File: config.mk
export PLATFORM = sky130hd
export DESIGN_NAME = slmj_ctrl
export DESIGN_NICKNAME = d
export VERILOG_FILES = /design/src/hdl/slmj_pkg.sv /design/src/hdl/slmj_ctrl.sv
export SDC_FILE = /design/constraint.sdc
export NUM_CORES = 1
export LEC_CHECK = 0
export BUFFER_PORTS_ARGS = -buffer_cell sky130_fd_sc_hd__buf_2
export CAP_MARGIN = 25
export CORE_MARGIN = 2
export CORE_UTILIZATION = 11
export DETAILED_ROUTE_END_ITERATION = 7
export GPL_TIMING_DRIVEN = 1
export PLACE_DENSITY = 0.7
export SKIP_CTS_REPAIR_TIMING = 1
export SLEW_MARGIN = 20
export SYNTH_ARGS = -nofsm -noshare
export SYNTH_HDL_FRONTEND = slang
export SYNTH_SLANG_ARGS = --single-unit
export TNS_END_PERCENT = 20
File: constraint.sdc
create_clock -name clk -period 1.32 [get_ports clk]
set_input_delay 0.396 -clock clk [delete_from_list [all_inputs] [get_ports clk]]
set_output_delay 0.396 -clock clk [all_outputs]
set_load 0.01 [all_outputs]
File: src/hdl/slmj_pkg.sv
package slmj_pkg;

	localparam int LIST_DEPTH = 32;

	localparam logic [1:0] KIND_LOAD_FIRST  = 2'd0;
	localparam logic [1:0] KIND_LOAD_SECOND = 2'd1;
	localparam logic [1:0] KIND_RUN         = 2'd2;

	localparam logic [1:0] ORIGIN_FIRST  = 2'd0;
	localparam logic [1:0] ORIGIN_SECOND = 2'd1;
	localparam logic [1:0] ORIGIN_BOTH   = 2'd2;

	typedef struct packed {
		logic [1:0]  kind;
		logic [31:0] doc_id;
		logic [31:0] score;
	} item_t;

	typedef struct packed {
		logic [31:0] out_id;
		logic [31:0] out_score;
		logic [1:0]  origin_list;
		logic        empty_run;
		logic        last;
	} result_t;

	// Commands from the controller to the datapath.
	typedef struct packed {
		logic wr_first;
		logic wr_second;
		logic start;
		logic emit_empty;
		logic step;
	} cmd_t;

	// Status from the datapath to the controller.
	typedef struct packed {
		logic full_first;
		logic full_second;
		logic run_empty;
		logic out_free;
		logic step_last;
	} status_t;

endpackage

File: src/hdl/slmj_ctrl.sv
module slmj_ctrl (
	input  logic                 clk,
	input  logic                 arst_n,
	input  logic                 item_valid,
	input  slmj_pkg::item_t      item,
	output logic                 item_stall,
	input  slmj_pkg::status_t    sts,
	output slmj_pkg::cmd_t       cmd
);

	localparam logic [1:0] ST_IDLE  = 2'd0;
	localparam logic [1:0] ST_PRIME = 2'd1;
	localparam logic [1:0] ST_MERGE = 2'd2;

	logic [1:0] state_q;
	logic [1:0] state_d;
	logic       accept;

	assign item_stall = (state_q != ST_IDLE);
	assign accept     = item_valid && !item_stall;

	always_comb begin
		cmd     = '0;
		state_d = state_q;
		case (state_q)
			ST_IDLE: begin
				if (accept) begin
					case (item.kind)
						slmj_pkg::KIND_LOAD_FIRST:  cmd.wr_first  = !sts.full_first;
						slmj_pkg::KIND_LOAD_SECOND: cmd.wr_second = !sts.full_second;
						slmj_pkg::KIND_RUN: begin
							cmd.start = 1'b1;
							state_d   = ST_PRIME;
						end
						default: ;
					endcase
				end
			end
			// The first head entries are being read out of the list memories.
			ST_PRIME: state_d = ST_MERGE;
			ST_MERGE: begin
				if (sts.out_free) begin
					if (sts.run_empty) begin
						cmd.emit_empty = 1'b1;
						state_d        = ST_IDLE;
					end else begin
						cmd.step = 1'b1;
						if (sts.step_last) begin
							state_d = ST_IDLE;
						end
					end
				end
			end
			default: state_d = ST_IDLE;
		endcase
	end

	always_ff @(posedge clk or negedge arst_n) begin
		if (!arst_n) begin
			state_q <= ST_IDLE;
		end else begin
			state_q <= state_d;
		end
	end

endmodule

# --- After elaboration in Yosys (flattened, before gate mapping) ---
# Cells that the tools add are included.
totals:
  reg_bits: 2
  in_bits: 74
  out_inout_bits: 6
classes:
  n_eq_ne: 8
  mux: 15
  n_reduce_logical: 8
ops:
  columns: ["operator", "n"]
  rows:
  - ["$mux W2", 7]
  - ["$mux W3", 2]
  - ["$pmux W2 S3", 1]
  - ["$mux W1", 5]
  - ["$eq A2 B1 Y1 const B", 2]
  - ["$eq A2 B2 Y1 const B", 2]
  - ["$logic_not A2 Y1", 2]
  - ["$ne A2 B2 Y1 const B", 2]
  - ["$reduce_and A4 Y1", 1]
  - ["$logic_not A1 Y1", 3]
  - ["$ne A3 B3 Y1 const B", 1]
  - ["$ne A2 B1 Y1 const B", 1]
  - ["$reduce_bool A2 Y1", 1]
  - ["$logic_and A1 B1 Y1", 1]

# --- Depth between registers and ports, before layout ---
depth:
  ltp_word: 5
  depth_mapped: 2
  ltp_nobuf: 2

# --- Least setup slack after synthesis ---
# Ideal clock, no wire load.
synth_path:
  path_type: "reg-to-output"
  start: "reg state_q[0]"
  end: "out cmd[2] in the netlist's numbering"
  arrival_time_ns: 0.807
  required_ns: 0.924
  slack_ns: 0.117
  path_stages_with_launch: 3
  n_path_buf: 0
  path_cell_list: "dfrtp_1 > nor2_2 > and4b_1"
synth_lines:
  columns: ["item", "line", "text"]
  rows:
  - ["from (decl)", "slmj_ctrl.sv:15", "logic [1:0] state_q;"]
  - ["from (signal assigned)", "slmj_ctrl.sv:62", "state_q <= state_d;"]
  - ["to (decl)", "slmj_ctrl.sv:8", "output slmj_pkg::cmd_t cmd"]

==> impl_metrics.ini <==
[timing]
fmax_mhz = 671
hold_violations = 0
maxSlewHeadroom_pct = 89.1
finClkSkew_ns = 0.000714
tightest_slew_ns = 0.163
finalSetupViolations = 6
min_period_ns = 1.49
min_period_over_period_pct = 113
final.setup.worst_slack_ns = -0.171
grt_setup_unrepaired = yes
slew_violations = 0

[cells_and_area]
largest_reg_flops = 2
final_nets = 114
diodes = 0
fin_area_um2 = 305
regMostFlops = state_q
post-route-util_pct = 23.8
largestRegisters = state_q x2
drive_gt1_share_pct = 63.2
stdcell_count = 53
area_delta_synth_final_pct = 105

[place]
gp_congestion = 0.549
io_buffers = 15
place_area_um2 = 258
dp_hpwl_um = 347
dp.cells = 49

[global_route]
grt_pass1_wl_um = 503
antenna_found_initial = 0
grt_max_degree = 5
grt_pass1_vias = 152
grt_usage_pct = 5.72
grt_overflow = 0

[clock_network]
cts_buffers = 3
cts_tree = done
htree_num_levels = 1
cts-root-buf = clkbuf_4
cts.sinks = 2
clk_latency_ns = 0.22
path_clk_slew_ns = 0.03
cts_buffer_depth = 2

[routing]
drt_iter0_drc = 4
dr.pass1.iters = 3
vias_per_cell = 3.89
wl_um = 436
drc = 0
wl_per_cell_um = 8.23
num_vias = 206
final_antenna_net_count = 0

[floorplanning]
fp.dieW_um = 40.8
initial_core_util_pct = 11.6
die_h_um = 40.8
coreArea_mm2 = 0.00128
dieArea_mm2 = 0.00166
rows = 13
pin_count = 80

[pwr]
clockPowerShare_pct = 46.8
switchingPower_uw = 79.1
pwr-share-seq_pct = 25.7
p_per_area_mw_per_mm2 = 958
pwr-share-comb_pct = 27.4
power_uw = 293
ir_drop_uv = 242
power_switching_share_pct = 27.0
p_leak_nw = 0.184
internal_power_uw = 213

[synth]
yosys.cell_types.count = 11
yosysSeqAreaShare_pct = 33.6
ys_warn_count = 0
synth_area_um2 = 149
ys_ff_latch = 2
netlist_instances = 17
synth_area_leaders = dfrtp_1 34%, and4b_1 20%, nor2_1 7.6%, o31a_2 6.7%, and4_1 5.9%
avgSynthCellArea_um2 = 8.76
synth_top_area_share_pct = 33.6
synth_fp_nets = 91
synth_top_area_cell = dfrtp_1

[setup_path]
slowest_stage = dfrtp_1
crit_required_ns = 0.92
path_buf_inv = 1
startpoint_type = register
cp_top_family = flip-flops
arrival_ns = 1.10
crit_path_cell_trace = nor2_4 > and4b_1 > buf_2
rr_worst_depth = 2
end_kind = primary output
r2r_start = state_q[0]
cpPeakStageDelay_ns = 0.41
critPathMaxFanout = 4
crit_start = state_q[1]
cp_num_cells = 3
critPathKind = reg -> out

[job]
max_cap_violations = 0

[hold_path]
hold_path.startpoint = sts[1]
holdPathStages = 3
hp-class = in -> reg

[status]
status = finished with violations
violations = setup timing
==> metal layers <==
layer | track usage [%] | wire (um) | vias up
met4 | 10.0 | 8 | 0
li1 | - | - | 106
met1 | 4.56 | 178 | 88
met2 | 6.25 | 204 | 10
met3 | 4.89 | 44 | 2
met5 | 0 | 0 | -
==> layout by cell type (no fill, tap or decap), types with 2 or more instances in the layout <==
| master | instances |
|---|---|
| buf_2 | 15 |
| and4b_1 | 3 |
| nor2_1 | 3 |
| clkbuf_4 | 3 |
| inv_1 | 2 |
| buf_4 | 2 |
| dfrtp_1 | 2 |
==> cells by family after synthesis <==
family                    count (synthesis)  share of synthesized area (%)
and+or+nand+nor                          11                           48.7
DFF                                       2                           33.6
AOI/OAI and AO/OA                         1                           6.72
xor gates and xnor gates                  1                           5.88
buffers and inverters                     2                           5.04
==> path summary, 6_finish.rpt <==
kind,to,slack (ns)
worst max-delay path,cmd[4],-0.17
worst min-delay path,state_q[1],0.48
worst max register to register,state_q[1],0.30
worst min register to register,state_q[1],0.64
max in group asynchronous,state_q[1],0.74
min in group asynchronous,state_q[0],0.49
==> synthesized netlist by cell type <==
| library cell | n |
|---|---|
| and4_1 | 1 |
| dfrtp_1 | 2 |
| nor2_2 | 1 |
| nor2_1 | 3 |
| o31a_2 | 1 |
| and4b_1 | 3 |
| nor3b_1 | 1 |
| nand2_1 | 1 |
| inv_1 | 2 |
| xor2_1 | 1 |
| nor3_1 | 1 |
==> tightest hold or removal path: stages <==
cell	delay [ns]
buf_2	0.10
inv_1	0.04
o31a_2	0.13
==> power by group through the flow <==
stage	Sequential, mW	Combinational [mW]	Clock, mW
2_1_floorplan	0.0744	0.0317	0
6_report	0.0752	0.0802	0.137
5_1_grt	0.0760	0.0892	0.148
3_3_place_gp	0.0738	0.0728	0
4_1_cts	0.0734	0.0740	0.146
3_5_place_dp	0.0741	0.0738	0
==> through the flow <==
step	hold slack [ns]	worst slack, ns	setup TNS (ns)
floorplan	0.100	0.117	0
global placement	0.182	-0.00188	-0.00188
detailed placement	0.184	0.000656	0
CTS	-0.0591	-0.192	-1.00
global route	0.483	-0.226	-1.26
finish	0.484	-0.171	-0.888
==> layout make-up <==
| class | count | area, um2 |
|---|---|---|
| fill | 142 | 980 |
| sequential | 2 | 50.0 |
| clock buffer | 3 | 22.5 |
| inverter | 2 | 7.51 |
| timing repair buffer | 18 | 100 |
| multi-input combinational | 13 | 106 |
| tap | 15 | 18.8 |
Note: power is estimated with default switching activity, not from simulation.
